File: config.mk
export PLATFORM = sky130hd
export DESIGN_NAME = wtfb_front
export DESIGN_NICKNAME = d
export VERILOG_FILES = /design/src/rtl/wall_temperature_flux_balance_defines.svh /design/src/rtl/wtfb_pkg.sv /design/src/rtl/wtfb_front.sv
export SDC_FILE = /design/constraint.sdc
export NUM_CORES = 1
export LEC_CHECK = 0
export ABC_AREA = 1
export BUFFER_PORTS_ARGS = -buffer_cell sky130_fd_sc_hd__buf_2
export CAP_MARGIN = 20
export CORE_AREA = 2 2 201 203
export DETAILED_ROUTE_END_ITERATION = 6
export DIE_AREA = 0 0 203 205
export PLACE_DENSITY = 0.5
export SETUP_SLACK_MARGIN = 0.3
export SLEW_MARGIN = 30
export SYNTH_ARGS = -nofsm -noshare
export SYNTH_HDL_FRONTEND = slang
export SYNTH_SLANG_ARGS = --single-unit
File: constraint.sdc
create_clock -name clk -period 22.8 [get_ports clk]
set_input_delay 6.84 -clock clk [delete_from_list [all_inputs] [get_ports clk]]
set_output_delay 6.84 -clock clk [all_outputs]
set_load 0.02 [all_outputs]
File: src/rtl/wall_temperature_flux_balance_defines.svh
`ifndef WALL_TEMPERATURE_FLUX_BALANCE_DEFINES_SVH
`define WALL_TEMPERATURE_FLUX_BALANCE_DEFINES_SVH

// same-cycle implication, clocked on clk, off during reset
`define WTFB_ASSERT_IMPL(lbl, ante, cons, msg) \
  lbl: assert property (@(posedge clk) disable iff (!rst_n) (ante) |-> (cons)) else $error(msg);

// next-cycle implication
`define WTFB_ASSERT_NEXT(lbl, ante, cons, msg) \
  lbl: assert property (@(posedge clk) disable iff (!rst_n) (ante) |=> (cons)) else $error(msg);

`endif

File: src/rtl/wtfb_pkg.sv
package wtfb_pkg;

  localparam logic [2:0] OP_NONE  = 3'd0;
  localparam logic [2:0] OP_ISO   = 3'd1;
  localparam logic [2:0] OP_GREY  = 3'd2;
  localparam logic [2:0] OP_REFL  = 3'd3;
  localparam logic [2:0] OP_FGREY = 3'd4;
  localparam logic [2:0] OP_FREFL = 3'd5;

  localparam int          CFG_IDX_W = 2;
  localparam int          CFG_DAT_W = 20;
  localparam logic [1:0]  REG_RELAX = 2'd0;
  localparam logic [1:0]  REG_FLOOR = 2'd1;
  localparam logic [1:0]  REG_CEIL  = 2'd2;
  localparam logic [15:0] RELAX_RST = 16'd6554;
  localparam logic [19:0] FLOOR_RST = 20'd0;
  localparam logic [19:0] CEIL_RST  = 20'hFFFFF;

  localparam logic [23:0] SIG_Q48 = 24'd15960476;
  localparam logic signed [42:0] BIG_MAG = 43'sd1099511627776;

  localparam int QUEUE_DEPTH = 2;

  localparam int DIVA_NW = 66;
  localparam int DIVA_DW = 46;
  localparam int DIVA_QB = 41;
  localparam int DIVB_NW = 57;
  localparam int DIVB_DW = 20;
  localparam int DIVB_QB = 32;

  typedef enum logic [2:0] {
    CLS_NONE,
    CLS_ISO,
    CLS_GREY,
    CLS_REFL,
    CLS_FGREY,
    CLS_FREFL
  } cls_t;

  typedef struct packed {
    logic [2:0]         op;
    logic [19:0]        prev_temp;
    logic [19:0]        reference_temp;
    logic [19:0]        exterior_temp;
    logic [23:0]        conductivity;
    logic [23:0]        thickness;
    logic [16:0]        emissivity;
    logic [31:0]        exchange_coef;
    logic signed [31:0] convective_flux;
    logic signed [31:0] incident_flux;
    logic signed [31:0] imposed_flux;
  } in_item_t;

  typedef struct packed {
    logic [19:0]        wall_temp;
    logic signed [31:0] conv_flux;
    logic signed [31:0] rad_flux;
    logic signed [31:0] rel_change;
    logic               relaxed;
    logic               clipped_low;
    logic               clipped_high;
    logic               decreasing;
    logic               known_type;
  } out_item_t;

  typedef struct packed {
    cls_t     cls;
    in_item_t f;
  } q_item_t;

  typedef struct packed {
    logic [15:0] relax_limit;
    logic [19:0] temp_floor;
    logic [19:0] temp_ceiling;
  } cfg_t;

  typedef struct packed {
    cls_t               cls;
    logic [19:0]        t;
    logic [19:0]        tref;
    logic signed [31:0] qc;
    logic signed [31:0] rad;
    logic [19:0]        step;
    logic               sgn;
    logic               dz;
    logic               nz;
  } tag_a_t;

  typedef struct packed {
    tag_a_t      a;
    logic [40:0] dmag;
  } tag_b_t;

endpackage

File: src/rtl/wtfb_front.sv
module wtfb_front import wtfb_pkg::*; (
  input  logic     clk,
  input  logic     rst_n,
  input  logic     start,
  output logic     busy,
  input  in_item_t in_item,
  input  logic     q_full,
  output logic     q_push,
  output q_item_t  q_item
);

  logic    fr_vld_r;
  q_item_t fr_item_r;
  cls_t    cls;
  logic    accept;

  always_comb begin
    unique case (in_item.op)
      OP_ISO:   cls = CLS_ISO;
      OP_GREY:  cls = CLS_GREY;
      OP_REFL:  cls = CLS_REFL;
      OP_FGREY: cls = CLS_FGREY;
      OP_FREFL: cls = CLS_FREFL;
      default:  cls = CLS_NONE;
    endcase
  end

  assign q_push = fr_vld_r && !q_full;
  assign busy   = fr_vld_r && q_full;
  assign accept = start && !busy;
  assign q_item = fr_item_r;

  always_ff @(posedge clk) begin
    if (!rst_n) begin
      fr_vld_r <= 1'b0;
    end else if (accept) begin
      fr_vld_r <= 1'b1;
    end else if (q_push) begin
      fr_vld_r <= 1'b0;
    end
  end

  always_ff @(posedge clk) begin
    if (accept) begin
      fr_item_r.cls <= cls;
      fr_item_r.f   <= in_item;
    end
  end

endmodule

==> impl_metrics.csv, run 1 <==
group,metric,value,unit
outcome,status,"finished clean",
grt,grtUsageMet3,5.09,%
clocking,cts_max_level,1,
floorplan,start_util,20.0,%
drt,viasPerCell,3.50,
logic_synthesis,yosys.area.top_type_share,98.6,%
sta,hold_violations,0,
drt,final_antenna_net_count,0,
clocking,hold_buffers,0,
clocking,clkLatencyLatePin,550,ps
power_and_ir_drop,power_density,90.2,nW/um^2
setup_path,crit_required,15960,ps
floorplan,dieArea,41600,sq um
logic_synthesis,yosys_register_bits,260,
logic_synthesis,synth.distinct_cells,9,
floorplan,dieWidth,203,microns
sta,tns,0,ps
logic_synthesis,yosys.area.top_type,"edfxtp_1",
sta,fin_hold_ws,491,ps
drt,num_vias,4810,
logic_synthesis,synthTopCellsByArea,"edfxtp_1 99%, ha_1 0.32%, dfxtp_1 0.25%",
drt,drt_iter0_drc,177,
logic_synthesis,yosysWarnings,0,
sta,relSlewSlack,44.1,%
clocking,post_cts_resized,0,
cells_and_area,final_nets,1092,
setup_path,start_kind,"input pin",
sta,fin_crit_sh,61.8,%
clocking,cts_tree,"built",
sta,fmax,71.0,MHz
power_and_ir_drop,peakVddDrop,0.0000585,V
power_and_ir_drop,internal_power,836,uW
power_and_ir_drop,total_leakage_power,5.06,nW
logic_synthesis,async_flop_share,0,%
clocking,clk_pin_slew,60,ps
grt,busiest_layer,"met2",
power_and_ir_drop,p_comb_share,9.1,%
sta,tightest_slew,839,ps
logic_synthesis,netlist_instances,276,
setup_path,end_kind,"output port",
power_and_ir_drop,power_frac_clock,38.7,%
clocking,post_cts_buffers,0,
cells_and_area,fillers,3926,
drt,routed_wl,22.7,mm
min_path,min_path_type,"flip-flop to flip-flop",
sta,fin_skew,16.2,ps
logic_synthesis,synth_top_flop_cell,"edfxtp_1",
sta,setup_viol,0,
floorplan,die_h,205,microns
logic_synthesis,netlist_area,7890,sq um
power_and_ir_drop,p_sw,250,uW
grt,antenna_found_initial,8,
grt,grt_max_degree,66,
grt,grtUsageMet2,16.5,%
power_and_ir_drop,power.total,1.09,mW
grt,grt_use_total,9.99,%
logic_synthesis,synth_most_common_cell,"edfxtp_1",
placement,gp_congestion,0.758,
grt,grt.overflow.total,0,
placement,hpwl,17.8,mm
cells_and_area,drive_gt1_share,66.7,%
sta,grt_setup_unrepaired,"false",
clocking,cts_root_buf,"clkbuf_16",
power_and_ir_drop,p_seq_share,52.3,%
sta,min_period,14080,ps
setup_path,worstPathArrival,7240,ps
logic_synthesis,yosysSeqAreaShare,98.9,%
cells_and_area,syn_to_final_growth,52.6,%
grt,gr-usage-met1,11.3,%
drt,avgRoutedWirePerCell,16.5,microns
clocking,cts_buffers,28,
power_and_ir_drop,switching_share,23.0,%
clocking,cts_buffer_depth,3,
drt,drt-pass1-iter-count,4,
logic_synthesis,synth_edf_count,259,
setup_path,crit_fanout,2,
logic_synthesis,postSynthAreaPerCell,28.6,sq um
logic_synthesis,synth_common_cells,"259 x edfxtp_1, 5 x nor2_1, 3 x inv_1",
flow_run,maxCapViolCount,0,
grt,grt_pass1_wl,30.9,mm
sta,slew_viol_final,0,
logic_synthesis,synth_fp_nets,538,
clocking,clock_sinks,260,
setup_path,worstSetupPathType,"input pin to output port",
floorplan,rows,73,
floorplan,coreArea,39400,sq um
placement,io_buffers,520,
grt,grt_pass1_vias,5014,
floorplan,io_pins,521,
drt,drcViolationCount,0,
[worst max-delay path: stages]
cell and delay (ps):
buf_2 100, nand2_2 70, inv_2 80, buf_2 160
[cell type report]
| type | instances | area [sq um] | area share, % |
|---|---|---|---|
| well taps | 525 | 657 | 5.46 |
| flip-flops and latches | 260 | 7800 | 64.8 |
| clock inverters | 13 | 93.8 | 0.780 |
| repair buffers | 524 | 2630 | 21.9 |
| diodes | 2 | 5.00 | 0.0416 |
| multi-input cells | 11 | 76.3 | 0.634 |
| clock buffers | 36 | 752 | 6.25 |
| inverters | 5 | 18.8 | 0.156 |
[power groups by stage]
| stage | clock network [mW] | logic [mW] | registers [mW] |
|---|---|---|---|
| after detailed placement | 0 | 0.100 | 0.578 |
| after global routing | 0.455 | 0.105 | 0.570 |
| after floorplan | 0 | 0.00934 | 0.623 |
| after global placement | 0 | 0.0998 | 0.577 |
| after CTS | 0.439 | 0.100 | 0.568 |
| final | 0.420 | 0.0983 | 0.568 |
[stage by stage]
stage	setup WS (ps)	cell area, sq um	std cells	util, %
3_3_place_gp	8720	11200	1325	28.4
3_5_place_dp	8710	11200	1325	28.4
4_1_cts	8710	12000	1374	30.6
5_1_grt	8700	12000	1374	30.6
2_1_floorplan	4200	7890	276	-
6_report	8720	12000	1376	30.6
[layer usage]
metal | part of all wire, % | up-vias
met5 | 0.36 | -
met4 | 2.6 | 12
met3 | 12 | 39
met2 | 48 | 291
met1 | 37 | 2244
li1 | - | 2224
[path summary, 6_finish.rpt]
kind	slack (ps)	end	cells after the start	from
setup / recovery	8720	busy	4	q_full
hold / removal	490	fr_vld_r	2	fr_vld_r
setup reg to reg	19980	q_item[109]	5	fr_vld_r
hold reg to reg	490	fr_vld_r	2	fr_vld_r
[kinds of logic (layout without fill, tap and decap cells)]
group,count (synthesis),after routing,synth area share [%]
AOI/OAI and AO/OA,1,1,0.143
adders and majority gates,2,2,0.317
buffers and inverters,5,578,0.238
DFF,260,260,98.9
other,0,2,0
and+or+nand+nor,8,8,0.413
[layout by cell type, fill, tap and decap left out, types with 2 or more instances in the layout]
cell	count
inv_2	2
clkinv_1	5
buf_2	520
nor2_1	4
nand2_1	2
buf_4	4
ha_1	2
clkinv_2	4
clkbuf_1	7
edfxtp_1	259
diode_2	2
clkbuf_16	29
inv_1	3
[sequential cells by signal, summed over array words and instances (netlist names)]
| register | flops |
|---|---|
| q_item | 259 |
| fr_vld_r | 1 |
(Power assumes the default switching activity.)
==> inputs of run 2 (changes only) <==
- ABC_AREA: 1 -> 0
- clock period: 22.8 -> 14.4 ns (I/O delays scaled with it)
==> run 2 against run 1 <==
Compared with the run above:
- sequential cell count did not move
- combinational power increased by 60%
- critical endpoint is now q_push
- total power grew 62%
- via count is 0.37% higher
- sequential power increased by 58%
- clock power increased by 66%
- largest power group unchanged
- utilization is 0.16 points higher
- register-to-register slack got worse by 7800 ps
- routed wire length fell by 1.0%
- clock skew down 2.9 ps
- cell area is 0.52% higher
==> impl_metrics.csv, run 2 <==
group,metric,value,unit
setup_path,crit_buf_inv,2,
setup_path,critPathMaxStageDelay,220,ps
drt,drcViolationCount,0,
setup_path,start_kind,"input pin",
power_and_ir_drop,switching_share,23.2,%
cells_and_area,regArea,7800,sq um
placement,place_inst,1319,
cells_and_area,final_nets,1087,
sta,fin_skew,13.3,ps
setup_path,r2r-start,"fr_vld_r",
min_path,hold_end,"fr_vld_r",
logic_synthesis,synthTopCellsByArea,"edfxtp_1 99%, ha_1 0.32%, dfxtp_1 0.25%",
clocking,clkLatencyLatePin,550,ps
cells_and_area,final_cell_mix,"520 x buf_2, 259 x edfxtp_1, 29 x clkbuf_16",
floorplan,io_pins,521,
floorplan,dieWidth,203,microns
setup_path,path_common_cell,"buf_2",
drt,final_antenna_net_count,0,
sta,fin_crit_sh,63.5,%
logic_synthesis,synth.distinct_cells,10,
cells_and_area,largest_reg_flops,259,
floorplan,die_h,205,microns
drt,met1Wirelength,8.29,mm
floorplan,rows,73,
floorplan,start_util,20.0,%
clocking,cts_buffer_depth,3,
drt,viasPerCell,3.51,
logic_synthesis,synth_top_flop_cell,"edfxtp_1",
setup_path,crit_required,10080,ps
power_and_ir_drop,power_density,145,nW/um^2
floorplan,dieArea,41600,sq um
placement,gp_congestion,0.760,
cells_and_area,final_common_cell,"buf_2",
clocking,cts_buffers,29,
power_and_ir_drop,power_frac_clock,39.9,%
setup_path,worstPathArrival,4820,ps
cells_and_area,design_area,12100,sq um
clocking,cts_tree,"built",
cells_and_area,multi_input_area,78.8,sq um
drt,routed_wl,22.5,mm
setup_path,end_kind,"output port",
drt,wl_met3,2.33,mm
grt,grt_use_total,9.91,%
sta,relSlewSlack,39.7,%
logic_synthesis,synth_fp_nets,533,
grt,grt_max_degree,135,
drt,drt-pass1-iter-count,4,
power_and_ir_drop,p_seq_share,51.2,%
grt,grt_pass1_wl,30.7,mm
sta,setup_viol,0,
setup_path,timing.rr.end,"q_item[215]",
drt,wl_met2,11.3,mm
logic_synthesis,async_flop_share,0,%
logic_synthesis,netlist_instances,271,
setup_path,crit_fanout,2,
logic_synthesis,yosysWarnings,0,
clocking,hold_buffers,0,
clocking,clk_pin_slew,50,ps
placement,io_buffers,520,
clocking,post_cts_buffers,0,
drt,avgRoutedWirePerCell,16.3,microns
grt,antenna_found_initial,5,
clocking,cts_max_level,1,
drt,top_layer,"met5",
min_path,min_path_type,"flip-flop to flip-flop",
placement,hpwl,17.1,mm
logic_synthesis,yosysSeqAreaShare,99.0,%
power_and_ir_drop,total_leakage_power,5.06,nW
logic_synthesis,postSynthAreaPerCell,29.1,sq um
min_path,hold_start,"fr_vld_r",
cells_and_area,instances_no_fill,1375,
sta,tightest_slew,905,ps
cells_and_area,drive_gt1_share,66.9,%
logic_synthesis,synth_most_common_cell,"edfxtp_1",
sta,min_period,9140,ps
sta,grt_setup_unrepaired,"false",
floorplan,coreArea,39400,sq um
power_and_ir_drop,peakVddDrop,0.0000869,V
setup_path,worstSetupPathType,"input pin to output port",
cells_and_area,fillers,3975,
logic_synthesis,yosys.area.top_type,"edfxtp_1",
power_and_ir_drop,p_comb_share,8.9,%
sta,fmax,109,MHz
setup_path,ff2ff_setup_slack,12140,ps
sta,hold_violations,0,
grt,grt_pass1_vias,5053,
sta,tns,0,ps
clocking,cts_root_buf,"clkbuf_16",
clocking,post_cts_resized,0,
setup_path,cp_top_family,"buffers and inverters",
grt,grt.overflow.total,0,
drt,num_vias,4828,
placement,post_dp_cell_area,11200,sq um
logic_synthesis,synth_edf_count,259,
cells_and_area,syn_to_final_growth,53.6,%
setup_path,slowest_stage,"and2b_1",
power_and_ir_drop,internal_power,1.35,mW
setup_path,crit_chain,"buf_2 -> and2b_1 -> buf_2",
logic_synthesis,synth_common_cells,"259 x edfxtp_1, 2 x ha_1, 2 x inv_1, 2 x o21a_1",
logic_synthesis,netlist_area,7880,sq um
sta,slew_viol_final,0,
logic_synthesis,yosys_register_bits,260,
min_path,hold-path-cell-count,2,
power_and_ir_drop,p_sw,407,uW
drt,drt_iter0_drc,152,
outcome,status,"finished clean",
setup_path,rr_worst_depth,4,
logic_synthesis,yosys.area.top_type_share,98.7,%
clocking,clock_sinks,260,
flow_run,maxCapViolCount,0,
==> run 2: changes by cell type after synthesis <==
cell,change
inv_2,-2
a21oi_1,+1
nor2_1,-4
nand2_2,-1
and2b_1,+1
nor2b_1,+1
inv_1,-1
and2_4,+1
o21a_1,+2
a21boi_2,-1
nand2_1,-2
==> run 2: layout make-up <==
type	instances	share of cell area, %
Timing Repair Buffer	523	21.8
Inverter	2	0.0621
Clock buffer	35	6.19
Sequential cell	260	64.5
Clock inverter	18	1.30
Multi-Input combinational cell	9	0.652
Antenna cell	3	0.0621
Tap cell	525	5.43
==> run 2: logic make-up (layout without fill, tap and decap cells) <==
group / after synthesis / count (layout) / share of synthesized area (%)
other: 0 / 3 / 0
adders and majority gates: 2 / 2 / 0.318
and+or+nand+nor: 4 / 4 / 0.334
AOI/OAI and AO/OA: 3 / 3 / 0.254
DFF: 260 / 260 / 99.0
buffers and inverters: 2 / 578 / 0.0953
==> run 2: metrics by stage <==
stage	setup WS (ps)	util, %	power [mW]	hold slack [ps]
after floorplan	2670	-	0.994	612
after CTS	5230	30.7	1.79	620
after detailed placement	5230	28.4	1.07	607
final	5260	30.7	1.75	614
after global routing	5220	30.7	1.82	650
after global placement	5220	28.4	1.07	601
==> run 2: power by group through the flow <==
stage	Combinational (mW)	Sequential, mW	Clock [mW]
5_1_grt	0.168	0.902	0.753
2_1_floorplan	0.0147	0.979	0
4_1_cts	0.160	0.899	0.728
3_3_place_gp	0.159	0.913	0
6_report	0.157	0.898	0.699
3_5_place_dp	0.160	0.914	0
==> run 2: how the worst max path moves through the flow <==
stage	from	endpoint	slack [ps]	cells after the start
floorplan	q_full	q_item[0]	2670	2
global placement	q_full	q_push	5220	3
detailed placement	q_full	q_push	5230	3
CTS	q_full	q_push	5230	3
global route	q_full	q_push	5220	3
finish	q_full	q_push	5260	3
==> run 2: worst register-to-register path: stages (launching register included) <==
cell and delay [ps]:
dfxtp_1 310, and2_4 150, nor2b_4 90, buf_4 530
buf_12 490
==> run 2: metal layers <==
| metal | up-vias | track usage (%) |
|---|---|---|
| li1 | 2218 | - |
| met1 | 2289 | 11.1 |
| met2 | 283 | 17.1 |
| met3 | 34 | 3.87 |
| met4 | 4 | 3.55 |
| met5 | - | 0 |
