$ cat src/rtl/wall_temperature_flux_balance_defines.svh
`ifndef WALL_TEMPERATURE_FLUX_BALANCE_DEFINES_SVH
`define WALL_TEMPERATURE_FLUX_BALANCE_DEFINES_SVH

// same-cycle implication, clocked on clk, off during reset
`define WTFB_ASSERT_IMPL(lbl, ante, cons, msg) \
  lbl: assert property (@(posedge clk) disable iff (!rst_n) (ante) |-> (cons)) else $error(msg);

// next-cycle implication
`define WTFB_ASSERT_NEXT(lbl, ante, cons, msg) \
  lbl: assert property (@(posedge clk) disable iff (!rst_n) (ante) |=> (cons)) else $error(msg);

`endif

$ cat src/rtl/wtfb_pkg.sv
package wtfb_pkg;

  localparam logic [2:0] OP_NONE  = 3'd0;
  localparam logic [2:0] OP_ISO   = 3'd1;
  localparam logic [2:0] OP_GREY  = 3'd2;
  localparam logic [2:0] OP_REFL  = 3'd3;
  localparam logic [2:0] OP_FGREY = 3'd4;
  localparam logic [2:0] OP_FREFL = 3'd5;

  localparam int          CFG_IDX_W = 2;
  localparam int          CFG_DAT_W = 20;
  localparam logic [1:0]  REG_RELAX = 2'd0;
  localparam logic [1:0]  REG_FLOOR = 2'd1;
  localparam logic [1:0]  REG_CEIL  = 2'd2;
  localparam logic [15:0] RELAX_RST = 16'd6554;
  localparam logic [19:0] FLOOR_RST = 20'd0;
  localparam logic [19:0] CEIL_RST  = 20'hFFFFF;

  localparam logic [23:0] SIG_Q48 = 24'd15960476;
  localparam logic signed [42:0] BIG_MAG = 43'sd1099511627776;

  localparam int QUEUE_DEPTH = 2;

  localparam int DIVA_NW = 66;
  localparam int DIVA_DW = 46;
  localparam int DIVA_QB = 41;
  localparam int DIVB_NW = 57;
  localparam int DIVB_DW = 20;
  localparam int DIVB_QB = 32;

  typedef enum logic [2:0] {
    CLS_NONE,
    CLS_ISO,
    CLS_GREY,
    CLS_REFL,
    CLS_FGREY,
    CLS_FREFL
  } cls_t;

  typedef struct packed {
    logic [2:0]         op;
    logic [19:0]        prev_temp;
    logic [19:0]        reference_temp;
    logic [19:0]        exterior_temp;
    logic [23:0]        conductivity;
    logic [23:0]        thickness;
    logic [16:0]        emissivity;
    logic [31:0]        exchange_coef;
    logic signed [31:0] convective_flux;
    logic signed [31:0] incident_flux;
    logic signed [31:0] imposed_flux;
  } in_item_t;

  typedef struct packed {
    logic [19:0]        wall_temp;
    logic signed [31:0] conv_flux;
    logic signed [31:0] rad_flux;
    logic signed [31:0] rel_change;
    logic               relaxed;
    logic               clipped_low;
    logic               clipped_high;
    logic               decreasing;
    logic               known_type;
  } out_item_t;

  typedef struct packed {
    cls_t     cls;
    in_item_t f;
  } q_item_t;

  typedef struct packed {
    logic [15:0] relax_limit;
    logic [19:0] temp_floor;
    logic [19:0] temp_ceiling;
  } cfg_t;

  typedef struct packed {
    cls_t               cls;
    logic [19:0]        t;
    logic [19:0]        tref;
    logic signed [31:0] qc;
    logic signed [31:0] rad;
    logic [19:0]        step;
    logic               sgn;
    logic               dz;
    logic               nz;
  } tag_a_t;

  typedef struct packed {
    tag_a_t      a;
    logic [40:0] dmag;
  } tag_b_t;

endpackage

$ cat src/rtl/wtfb_fifo.sv
module wtfb_fifo import wtfb_pkg::*; #(
  parameter int DEPTH = QUEUE_DEPTH
) (
  input  logic    clk,
  input  logic    rst_n,
  input  logic    push,
  input  q_item_t push_item,
  output logic    full,
  output logic    pop_vld,
  output q_item_t pop_item
);

  localparam int AW = (DEPTH > 1) ? $clog2(DEPTH) : 1;
  localparam int CW = $clog2(DEPTH + 1);
  localparam logic [AW-1:0] LAST = AW'(DEPTH - 1);
  localparam logic [CW-1:0] FULLC = CW'(DEPTH);

  q_item_t       mem_r [DEPTH];
  logic [AW-1:0] wr_ptr_r, rd_ptr_r;
  logic [CW-1:0] count_r;
  logic          pop;

  assign full     = (count_r == FULLC);
  assign pop_vld  = (count_r != '0);
  assign pop      = pop_vld;
  assign pop_item = mem_r[rd_ptr_r];

  always_ff @(posedge clk) begin
    if (!rst_n) begin
      wr_ptr_r <= '0;
      rd_ptr_r <= '0;
      count_r  <= '0;
    end else begin
      if (push) begin
        wr_ptr_r <= (wr_ptr_r == LAST) ? '0 : wr_ptr_r + 1'b1;
      end
      if (pop) begin
        rd_ptr_r <= (rd_ptr_r == LAST) ? '0 : rd_ptr_r + 1'b1;
      end
      priority if (push && !pop) begin
        count_r <= count_r + 1'b1;
      end else if (pop && !push) begin
        count_r <= count_r - 1'b1;
      end
    end
  end

  always_ff @(posedge clk) begin
    if (push) begin
      mem_r[wr_ptr_r] <= push_item;
    end
  end

endmodule

$ cat config.mk
export PLATFORM = sky130hd
export DESIGN_NAME = wtfb_fifo
export DESIGN_NICKNAME = d
export VERILOG_FILES = /design/src/rtl/wall_temperature_flux_balance_defines.svh /design/src/rtl/wtfb_pkg.sv /design/src/rtl/wtfb_fifo.sv
export SDC_FILE = /design/constraint.sdc
export NUM_CORES = 1
export LEC_CHECK = 0
export BUFFER_PORTS_ARGS = -buffer_cell sky130_fd_sc_hd__clkbuf_2
export CAP_MARGIN = 5
export CORE_AREA = 3 3 202 204
export DETAILED_ROUTE_END_ITERATION = 10
export DIE_AREA = 0 0 205 207
export GPL_TIMING_DRIVEN = 0
export PLACE_DENSITY = 0.76
export SLEW_MARGIN = 20
export SYNTH_ARGS = -nofsm -noshare
export SYNTH_HDL_FRONTEND = slang
export SYNTH_SLANG_ARGS = --single-unit
$ cat constraint.sdc
create_clock -name clk -period 26.8 [get_ports clk]
set_input_delay 2.68 -clock clk [delete_from_list [all_inputs] [get_ports clk]]
set_output_delay 2.68 -clock clk [all_outputs]
set_load 0.01 [all_outputs]
==> metrics.log, run 1 <==
[metrics] result of the run: finished, final reports clean
[metrics] Port Buf Inserts: 522
[metrics] required time of the critical path: 24120 ps
[metrics] power density of the placed cells: 90.31 nW/um^2
[metrics] routed wire length: 43.01 mm
[metrics] die width: 205 um
[metrics] post-DR wirelength/cell: 21.62 um
[metrics] global-route wire length before repair: 63.59 mm
[metrics] Leak: 9.948 nW
[metrics] kind of end point of the critical path: output port
[metrics] instance area after placement: 23450 um^2
[metrics] count of nets left with antenna violations after detail routing: 0
[metrics] actual transition at the worst max-transition pin: 593.9 ps
[metrics] time the final worst path needs with I/O delays and setup: 4684 ps
[metrics] height of the chip: 207 um
[metrics] type of the worst min-delay path: reg -> reg
[metrics] Pre-Repair DR Iteration Count: 4
[metrics] number of warnings issued by yosys: 0
[metrics] Design Area, Final: 25020 um^2
[metrics] crit path max fanout: 10
[metrics] maximum number of pins on one net before global-route repair: 54
[metrics] number of setup violations in the final report: 0
[metrics] post-synthesis register bit count: 523
[metrics] CTS sink cnt: 523
[metrics] leading area contributor after synthesis: edfxtp_1
[metrics] synthesized netlist cell count: 828
[metrics] fraction of final layout cells with drive strength greater than 1: 61.14%
[metrics] number of global-route vias before repair: 10710
[metrics] post-synthesis average cell area: 23.85 um^2
[metrics] maximum clock insertion buffer count: 3
[metrics] cell area after synthesis: 19750 um^2
[metrics] std cell rows: 73
[metrics] insertion delay to the later sink of the worst-skew pair: 570 ps
[metrics] clock root buffer master: clkbuf_16
[metrics] # nets final: 1684
[metrics] pins over their slew limit: 0
[metrics] unrepaired setup endpoints after global routing: false
[metrics] hold-critical path depth: 2
[metrics] largest cells by area after synthesis: edfxtp_1, mux2_4, mux2_2
[metrics] worst reg2reg path depth: 3
[metrics] Die Footprint: 42440 um^2
[metrics] global placer's final weighted congestion: 0.7489
[metrics] clock transition time at the flip-flop clock pins of the worst setup and hold paths: 60 ps
[metrics] IO Pins: 523
[metrics] headroom to the max-slew limit: 60.41%
[metrics] worst clock skew: 9.220 ps
[metrics] post-synth net total: 1091
[metrics] standard cell core area: 39460 um^2
[metrics] TritonCTS clock tree: built
[metrics] Critical Setup Path Class: reg -> out
[metrics] number of endpoints with negative hold slack in the final report: 0
[metrics] critical path arrival: 2000 ps
[metrics] Final Cycle Share: 17.48%
[metrics] DRC errors left: 0
[metrics] # fillers: 2778
[metrics] sequential share of the synthesized area: 79.28%
[metrics] library cells used by synthesis: 17
[metrics] startpoint type of the worst setup path: flop
[metrics] number of maximum-capacitance constraint violations: 0
[metrics] Post-CTS Setup Repair Bufs: 0
[metrics] dpl hpwl: 31.60 mm
[metrics] Max VDD drop: 0.00006553 V
[metrics] fraction of synthesized cell area taken by the top area cell type: 78.77%
[metrics] vias per cell: 4.987
[metrics] All-Layer GR Usage: 19.95%
[metrics] H-Tree Level Count: 2
[metrics] starting DRC count in detailed routing: 466
[metrics] layout overhead on the synthesized area: 26.70%
[metrics] total number of vias: 9920
[metrics] Max Fclk: 213.5 MHz
[metrics] initial cell density of the core: 50.05%
[metrics] setup tns final: 0 ps
[metrics] # resized after CTS: 0
[metrics] quantity of hold-fixing buffers added after cts: 0
[metrics] total gr overflow: 0
[metrics] clock buffers created by TritonCTS: 51
[metrics] antenna violations before repair: 7
==> critical path, stage by stage (launching register included) <==
cell      delay [ps]
dfxtp_1          320
buf_6            140
buf_6            230
buf_6            230
mux2_4           310
clkbuf_2         180
==> flip-flops by register name (all words and copies together) (netlist names), named ones only <==
signal,flops
mem_r,518
count_r,2
rd_ptr_r,1
wr_ptr_r,1
==> power breakdown <==
group,total [mW],internal [mW],switching [mW]
Combinational,0.631,0.325,0.306
Clock,0.669,0.388,0.280
Sequential,0.960,0.949,0.0119
==> cell usage in the layout (no fill, tap or decap), drive strengths merged <==
cell | Yosys | final
a21boi | 1 | 1
and2 | 4 | 4
buf | 29 | 47
bufinv | 0 | 3
clkbuf | 0 | 590
clkinv | 0 | 19
clkinvlp | 0 | 1
dfxtp | 5 | 5
diode | 0 | 5
edfxtp | 518 | 518
ha | 1 | 1
inv | 1 | 1
mux2 | 259 | 259
nor2 | 1 | 1
nor2b | 3 | 3
o21a | 1 | 1
o21ai | 1 | 1
or3 | 1 | 1
xnor2 | 2 | 2
xor2 | 1 | 1
==> layout make-up <==
type,count,area [um^2],share of cell area [%]
Clock buffer,68,1383,5.526
Antenna cell,5,12.51,0.05001
Buffer,29,301.5,1.205
Inverter,1,3.754,0.01500
Clock inverter,23,175.2,0.7001
Tap cell,525,656.9,2.625
Timing Repair Buffer,540,3035,12.13
Multi-Input combinational cell,275,3797,15.18
Sequential cell,523,15660,62.57
==> cells in the mapped netlist (all sizes together) <==
library cell,n
inv,1
and2,4
nor2b,3
or3,1
nor2,1
edfxtp,518
dfxtp,5
buf,29
xor2,1
mux2,259
o21ai,1
xnor2,2
o21a,1
a21boi,1
ha,1
==> routing by layer <==
| metal | wire, um | up-vias | track usage, % |
|---|---|---|---|
| met2 | 22210 | 412 | 34.57 |
| met5 | 32 | - | 0 |
| met4 | 1515 | 4 | 7.589 |
| li1 | - | 4512 | - |
| met3 | 4557 | 90 | 8.282 |
| met1 | 14690 | 4902 | 21.80 |
==> worst paths after layout <==
| path | to | slack, ps | startpoint |
|---|---|---|---|
| worst max-delay path | pop_item[179] | 22120 | flop |
| worst min-delay path | count_r[1] | 540 | count_r[1] |
| worst max register to register | mem_r[1][184] | 24860 | wr_ptr_r |
| worst min register to register | count_r[1] | 540 | count_r[1] |
==> cells by family (layout without fill, tap and decap cells) <==
kind of cell | count (synthesis) | count (layout) | synth area share, %
DFF | 523 | 523 | 79.28
muxes | 259 | 259 | 18.61
buffers and inverters | 30 | 661 | 1.546
and+or+nand+nor | 9 | 9 | 0.2724
AOI/OAI and AO/OA | 3 | 3 | 0.1014
xor gates and xnor gates | 3 | 3 | 0.1331
adders and majority gates | 1 | 1 | 0.06335
other | 0 | 5 | 0
==> stage by stage <==
step / hold slack [ps] / setup WS [ps] / power (mW) / utilization, % / instances
after floorplan: 472.9 / 11980 / 1.402 / - / 828
after global placement: 485.0 / 5412 / 1.622 / 58.33 / 1875
after detailed placement: 545.7 / 22400 / 1.619 / 59.43 / 1893
after CTS: 552.8 / 22010 / 2.291 / 63.38 / 1984
after global routing: 596.2 / 21980 / 2.350 / 63.41 / 1989
final: 544.2 / 22120 / 2.260 / 63.41 / 1989
Power figures use the tool's default switching activity.
==> run 2: changes to the inputs <==
Settings changed: CORE_AREA 3 3 202 204 to unset, CORE_MARGIN set to 3, CORE_UTILIZATION set to 47, DIE_AREA 0 0 205 207 to unset, PLACE_DENSITY 0.76 to 0.75.
Clock period 26.8 ns to 3.8 ns, I/O delays scaled along.
==> run 2 against run 1 <==
Net effect: sequential cell count did not move; clock power rose to 7.8 times the previous value; global-route usage is 2.4 points higher; combinational power grew to 7.6 times the previous value; worst setup slack worse by 21000 ps; final cell count is 13% higher.
==> metrics.log, run 2 (synthesized netlist as in run 1, its figures left out) <==
[metrics] result of the run: finished, final reports clean
[metrics] Critical Setup Path Class: reg -> out
[metrics] startpoint type of the worst setup path: flop
[metrics] endpoint of the worst register-to-register path: mem_r[1][104]
[metrics] number of setup violations in the final report: 0 (unchanged)
[metrics] insertion delay to the later sink of the worst-skew pair: 580 ps (about the same)
[metrics] All-Layer GR Usage: 22.35% (+2.4 points)
[metrics] antenna violations before repair: 5 (-2)
[metrics] unrepaired setup endpoints after global routing: false
[metrics] leading cell type in the layout, fill and taps excluded: clkbuf_2
[metrics] maximum clock insertion buffer count: 3 (unchanged)
[metrics] global-route wire length before repair: 74.88 mm (+18%)
[metrics] actual transition at the worst max-transition pin: 403.6 ps (-190.3 ps)
[metrics] clock transition time at the flip-flop clock pins of the worst setup and hold paths: 60 ps (about the same)
[metrics] initial cell density of the core: 47.93% (-2.1 points)
[metrics] power density of the placed cells: 606.2 nW/um^2 (+570%)
[metrics] # nets final: 1941 (+15%)
[metrics] register containing the most flip-flops in the final layout: mem_r
[metrics] post-DR wirelength/cell: 22.61 um (+4.6%)
[metrics] dpl hpwl: 31.80 mm (+0.65%)
[metrics] clock root buffer master: clkbuf_16
[metrics] required time of the critical path: 3420 ps (-20700 ps)
[metrics] headroom to the max-slew limit: 73.09% (+13 points)
[metrics] Max VDD drop: 0.0004547 V (+590%)
[metrics] total number of vias: 11340 (+14%)
[metrics] global placer's final weighted congestion: 0.7649 (+2.1%)
[metrics] sum of internal, switching and leakage power: 16.82 mW (+640%)
[metrics] Largest register FFs: 518 (unchanged)
[metrics] Pre-Repair DR Iteration Count: 4 (unchanged)
[metrics] Post-CTS Setup Repair Bufs: 0 (unchanged)
[metrics] layout overhead on the synthesized area: 40.51%
[metrics] Final Cycle Share: 63.51%
[metrics] quantity of hold-fixing buffers added after cts: 257 (+257)
[metrics] worst reg2reg path depth: 4 (+1)
[metrics] placement-stage worst setup slack: 1559 ps (-20840 ps)
[metrics] IO Pins: 523 (unchanged)
[metrics] setup tns final: 0 ps (unchanged)
[metrics] total gr overflow: 0 (unchanged)
[metrics] Final Hold Slack: 75.02 ps (-469.1 ps)
[metrics] most frequent cells in the layout: clkbuf_2, edfxtp_1, dlygate4sd3_1, mux2_4, mux2_2
[metrics] std cell rows: 74 (+1.4%)
[metrics] post-route setup slack: 1387 ps (-20730 ps)
[metrics] register-to-register path setup slack: 1700 ps (-23160 ps)
[metrics] worst clock skew: 17.42 ps (+8.200 ps)
[metrics] end point of the most critical hold path: mem_r[1][221]
[metrics] vias per cell: 5.027 (+0.79%)
[metrics] H-Tree Level Count: 2 (unchanged)
[metrics] starting DRC count in detailed routing: 742 (+59%)
[metrics] maximum number of pins on one net before global-route repair: 54 (unchanged)
[metrics] Leak: 11.11 nW (+12%)
[metrics] # resized after CTS: 0 (unchanged)
[metrics] beginning of the worst register-to-register path: wr_ptr_r
[metrics] number of endpoints with negative hold slack in the final report: 0 (unchanged)
[metrics] hold-critical path depth: 1 (-1)
[metrics] pins over their slew limit: 0 (unchanged)
[metrics] time the final worst path needs with I/O delays and setup: 2413 ps
[metrics] clock buffers created by TritonCTS: 52 (+2.0%)
[metrics] crit path max fanout: 10 (unchanged)
[metrics] CTS sink cnt: 523 (unchanged)
[metrics] # fillers: 2517 (-9.4%)
[metrics] standard cell core area: 41200 um^2 (+4.4%)
[metrics] count of nets left with antenna violations after detail routing: 0 (unchanged)
[metrics] critical path arrival: 2030 ps (+30 ps)
[metrics] TritonCTS clock tree: built
[metrics] type of the worst min-delay path: in -> reg
[metrics] fraction of final layout cells with drive strength greater than 1: 52.59% (-8.6 points)
[metrics] Port Buf Inserts: 522 (unchanged)
[metrics] Max Fclk: 414.4 MHz
[metrics] die width: 211.0 um (+2.9%)
[metrics] number of global-route vias before repair: 12440 (+16%)
[metrics] height of the chip: 211.0 um (+1.9%)
[metrics] top flop regs: mem_r (518), count_r (2)
[metrics] min-delay src: push_item[221]
[metrics] kind of end point of the critical path: output port
[metrics] number of maximum-capacitance constraint violations: 0 (unchanged)
[metrics] routed wire length: 51.02 mm (+19%)
[metrics] Die Footprint: 44510 um^2 (+4.9%)
[metrics] DRC errors left: 0 (unchanged)
[run 2: cell count changes in the layout (fill, tap and decap cells not counted), moves of 2 or more]
| cell | before | now |
|---|---|---|
| inv_6 | 0 | 3 |
| bufinv_16 | 3 | 8 |
| clkbuf_1 | 15 | 8 |
| diode_2 | 5 | 3 |
| dlygate4sd3_1 | 0 | 257 |
| clkinv_2 | 5 | 12 |
[run 2: report_power, final]
part	total (mW)	internal, mW	leakage [nW]	switching (mW)
clock	5.24	3.09	0.857	2.15
combinational	4.79	2.46	5.35	2.33
sequential	6.78	6.69	4.90	0.0956
[run 2: critical path, cell delays in order, from the launching register on]
cell,delay (ps)
dfxtp_1,330
buf_6,140
buf_6,240
buf_6,250
mux2_4,350
clkbuf_2,150
[run 2: how the worst max path moves through the flow]
stage	from	endpoint	cells past startpoint
floorplan	push	mem_r[0][0]	1
global placement	push	mem_r[0][102]	2
detailed placement	push	mem_r[1][177]	5
CTS	flop	pop_item[115]	5
global route	flop	pop_item[115]	5
finish	flop	pop_item[111]	5
[run 2: area by class of cell]
cell class | instances | area, um^2 | area share, %
flip-flops and latches | 523 | 15660 | 56.42
repair buffers | 796 | 5585 | 20.13
multi-input cells | 275 | 3797 | 13.69
clock buffers | 61 | 1356 | 4.888
well taps | 532 | 665.6 | 2.399
clock inverters | 36 | 375.4 | 1.353
plain buffers | 29 | 301.5 | 1.087
diodes | 3 | 7.507 | 0.02706
inverters | 1 | 3.754 | 0.01353
[run 2: metal layers]
layer / track usage (%) / vias to the layer above / share of wire (%)
met5: 0 / - / 0.045
met4: 9.607 / 4 / 3.8
met3: 6.966 / 115 / 9.1
met2: 39.15 / 553 / 51
met1: 25.40 / 5640 / 36
li1: - / 5028 / -
[run 2: through the flow]
step,instance area [um^2],instances,utilization (%)
2_1_floorplan,19760,828,-
3_3_place_gp,23030,1882,55.91
3_5_place_dp,23440,1899,56.88
4_1_cts,27740,2253,67.33
5_1_grt,27750,2256,67.35
6_report,27750,2256,67.35
==> run 3: changes to the inputs <==
Settings changed: ABC_AREA set to 1.
Clock period 3.8 ns to 2.08 ns, I/O delays scaled along.
==> run 3 against run 2 <==
Net effect: the run now ends with negative setup slack left; synthesized area hardly changed; synthesized cell count rose by 1.3%; worst setup slack lost 1400 ps; global-route usage down 0.13 points; worst hold slack improved by 280 ps; first-iteration DRC count is 2.6% higher; wire length grew 7.9%; sequential power is 83% higher; sequential share of layout area down 3.1 points; total power increased by 97%; utilization increased by 3.9 points; clock skew shrank 5.7 ps.
==> metrics.log, run 3 <==
[metrics] result of the run: complete, but fails checks
[metrics] violated checks: negative setup slack
[metrics] post-synthesis register bit count: 523 (unchanged)
[metrics] standard cell core area: 41200 um^2 (unchanged)
[metrics] TritonCTS clock tree: built
[metrics] Final Cycle Share: 102.3%
[metrics] fraction of the mapped netlist area in adder cells: 0.06334% (about the same)
[metrics] number of maximum-capacitance constraint violations: 0 (unchanged)
[metrics] dpl hpwl: 32.63 mm (+2.6%)
[metrics] global-route wire length before repair: 74.09 mm (-1.0%)
[metrics] total gr overflow: 0 (unchanged)
[metrics] async set or reset register ratio after synthesis: 0% (unchanged)
[metrics] instance area after placement: 23540 um^2 (+0.45%)
[metrics] number of setup violations in the final report: 125 (+125)
[metrics] number of global-route vias before repair: 12450 (+0.040%)
[metrics] library cells used by synthesis: 14 (-3)
[metrics] number of warnings issued by yosys: 0 (unchanged)
[metrics] routed wire length: 55.03 mm (+7.9%)
[metrics] cell with the biggest individual delay on the critical path: dfxtp_4
[metrics] largest cells by area after synthesis: edfxtp_1, mux2_4, mux2_2
[metrics] global placer's final weighted congestion: 0.7509 (-1.8%)
[metrics] xor/xnor share of the synthesized area: 0% (-0.13 points)
[metrics] highest routed metal layer: met5
[metrics] part of the power in the clock network: 27.9% (-3.3 points)
[metrics] Synth top cells by count: edfxtp_1, mux2_4, mux2_2
[metrics] most common cell in the synthesized netlist: edfxtp_1
[metrics] kind of end point of the critical path: output port
[metrics] All-Layer GR Usage: 22.21% (-0.13 points)
[metrics] top flop regs: mem_r (518), count_r (2)
[metrics] Design Area, Final: 29340 um^2 (+5.8%)
[metrics] detailed-routed wire length on met3: 3.924 mm (-15%)
[metrics] clock root buffer master: clkbuf_16
[metrics] cell area after synthesis: 19760 um^2 (about the same)
[metrics] Max Fclk: 470.2 MHz
[metrics] insertion delay to the later sink of the worst-skew pair: 570 ps (about the same)
[metrics] sequential share of the synthesized area: 79.25% (about the same)
[metrics] Final Util: 71.22% (+3.9 points)
[metrics] post-synthesis average cell area: 23.55 um^2 (-1.3%)
[metrics] Crit path largest cell delay: 370 ps (+20 ps)
[metrics] maximum clock insertion buffer count: 3 (unchanged)
[metrics] clock transition time at the flip-flop clock pins of the worst setup and hold paths: 60 ps (about the same)
[metrics] detailed-routed wire length on met2: 29.30 mm (+12%)
[metrics] Final Hold Slack: 355.6 ps (+280.6 ps)
[metrics] Post-synth EDFFs: 518 (unchanged)
[metrics] Port Buf Inserts: 522 (unchanged)
[metrics] height of the chip: 211.0 um (about the same)
[metrics] post-route setup slack: -46.86 ps (-1434 ps)
[metrics] fraction of power spent switching nets: 26.96% (-0.25 points)
[metrics] synthesized netlist cell count: 839 (+1.3%)
[metrics] Die Footprint: 44530 um^2 (about the same)
[metrics] portion of total power attributed to sequential cells: 37.6% (-2.7 points)
[metrics] layout overhead on the synthesized area: 48.54%
[metrics] starting DRC count in detailed routing: 761 (+2.6%)
[metrics] unrepaired setup endpoints after global routing: true
[metrics] clock buffers created by TritonCTS: 52 (unchanged)
[metrics] time the final worst path needs with I/O delays and setup: 2127 ps
[metrics] # fillers: 2316 (-8.0%)
[metrics] type of the worst min-delay path: in -> reg
[metrics] critical path arrival: 1920 ps (-110 ps)
[metrics] initial cell density of the core: 47.95% (about the same)
[metrics] post-DR wirelength/cell: 23.99 um (+6.1%)
[metrics] actual transition at the worst max-transition pin: 600.4 ps (+196.7 ps)
[metrics] fraction of final layout cells with drive strength greater than 1: 52.73% (+0.14 points)
[metrics] maximum number of pins on one net before global-route repair: 33 (-39%)
[metrics] fraction of synthesized cell area taken by the top area cell type: 78.74% (about the same)
[metrics] main combinational cell family by area after synthesis: multiplexers
[metrics] pins over their slew limit: 0 (unchanged)
[metrics] Pre-Repair DR Iteration Count: 4 (unchanged)
[metrics] count of nets left with antenna violations after detail routing: 0 (unchanged)
[metrics] register containing the most flip-flops in the final layout: mem_r
[metrics] Critical Setup Path Class: reg -> out
[metrics] IO Pins: 523 (unchanged)
[metrics] vias per cell: 5.072 (+0.90%)
[metrics] most frequent cells in the layout: edfxtp_1, clkbuf_2, dlygate4sd3_1, mux2_4, buf_6
[metrics] number of endpoints with negative hold slack in the final report: 0 (unchanged)
[metrics] cells along the critical path: clkbuf_16 > clkbuf_16 > buf_12 > mux2_4 > clkbuf_2
[metrics] total number of vias: 11640 (+2.6%)
[metrics] DRC errors left: 0 (unchanged)
[metrics] antenna violations before repair: 5 (unchanged)
[metrics] CTS sink cnt: 523 (unchanged)
[metrics] internal power: 24.16 mW (+97%)
[metrics] power density of the placed cells: 1127 nW/um^2 (+86%)
[metrics] headroom to the max-slew limit: 59.75% (-13 points)
[metrics] H-Tree Level Count: 2 (unchanged)
[metrics] setup tns final: -2875 ps (-2875 ps)
[metrics] worst clock skew: 11.67 ps (-5.748 ps)
[metrics] Post-synth top flop: edfxtp_1
[metrics] # nets final: 1983 (+2.2%)
[metrics] die width: 211.0 um (about the same)
[metrics] Max VDD drop: 0.0008723 V (+92%)
[metrics] cell repeated most along the worst path: clkbuf_16
[metrics] crit path max fanout: 10 (unchanged)
[metrics] startpoint type of the worst setup path: flop
[metrics] compound-gate portion of the synthesized area: 0.1267% (+0.025 points)
[metrics] Leak: 11.70 nW (+5.3%)
[metrics] std cell rows: 74 (unchanged)
[metrics] routed length on met1: 19.19 mm (+5.0%)
[metrics] power share of the combinational group: 34.4% (+5.9 points)
[metrics] Largest register FFs: 518 (unchanged)
[metrics] mux contribution to synthesized area: 18.60% (about the same)
[metrics] post-synth net total: 1102 (+1.0%)
[metrics] area fraction in and, or, nand and nor cells after synthesis: 0.2850% (+0.013 points)
[metrics] flip-flop and latch area: 15660 um^2 (about the same)
[metrics] leading area contributor after synthesis: edfxtp_1
[metrics] required time of the critical path: 1870 ps (-1550 ps)
[metrics] leading cell type in the layout, fill and taps excluded: edfxtp_1
[metrics] area of combinational cells with multiple inputs: 3779 um^2 (-0.49%)
[metrics] Net Sw Power: 8.919 mW (+95%)
## run 3: cell count changes in the layout (fill, tap and decap cells not counted), moves of 4 or more
cell,change
buf_12,+29
buf_6,+97
buf_8,+6
clkbuf_16,+15
clkbuf_2,-126
clkinv_2,-6
dlygate4sd3_1,+4
inv_1,+6
nand2_1,+5
nor2_1,+4
## run 3: power groups by stage
stage | registers, mW | clock network (mW) | logic (mW)
6_report | 12.4 | 9.24 | 11.4
4_1_cts | 12.4 | 9.30 | 9.44
3_3_place_gp | 12.7 | 0 | 8.03
5_1_grt | 12.5 | 9.85 | 11.8
2_1_floorplan | 12.6 | 0 | 5.31
3_5_place_dp | 12.6 | 0 | 8.27
## run 3: cells by family after synthesis
family	Yosys count
DFF	523
muxes	259
buffers and inverters	37
and+or+nand+nor	14
AOI/OAI and AO/OA	5
adders and majority gates	1
## run 3: area by class of cell
| cell class | count | share of cell area (%) |
|---|---|---|
| Sequential cell | 523 | 53.37 |
| Timing Repair Buffer | 826 | 23.87 |
| Multi-Input combinational cell | 279 | 12.88 |
| Clock buffer | 62 | 4.635 |
| Tap cell | 532 | 2.268 |
| Buffer | 29 | 1.825 |
| Clock inverter | 30 | 0.9935 |
| Inverter | 8 | 0.1151 |
| Antenna cell | 4 | 0.03411 |
| Timing Repair inverter | 1 | 0.01706 |
## run 3: path summary, 6_finish.rpt
check / cells after the start / endpoint / slack [ps] / start
max: 5 / pop_item[60] / -50 / flop
min: 2 / mem_r[0][149] / 360 / push_item[149]
max reg2reg: 6 / mem_r[1][187] / 150 / wr_ptr_r
min reg2reg: 1 / flop / 470 / rd_ptr_r
## run 3: worst max-delay path: cells and delay by family, from the launching register on
kind                   cells  cell delay, ps
multiplexers               1             310
flip-flops                 1             370
buffers and inverters      4             650
## run 3: what timing repair did
action,4_1_cts,5_1_grt
setup buffers,3,1
gates cloned,6,16
hold buffers,261,0
resized for setup,39,351
setup endpoints to repair,283,260
hold endpoints to repair,523,0
## run 3: metal layers
| layer | GRT usage, % | vias up |
|---|---|---|
| met5 | 0 | - |
| met4 | 9.400 | 2 |
| met3 | 6.089 | 135 |
| met2 | 40.27 | 524 |
| met1 | 24.65 | 5843 |
| li1 | - | 5131 |
## run 3: through the flow
stage	worst slack, ps	power, mW	cells
finish	-46.86	33.08	2294
global route	-100.4	34.17	2292
CTS	-113.2	31.16	2277
detailed placement	-248.9	20.89	1915
global placement	-4957	20.74	1893
floorplan	-2589	17.96	839
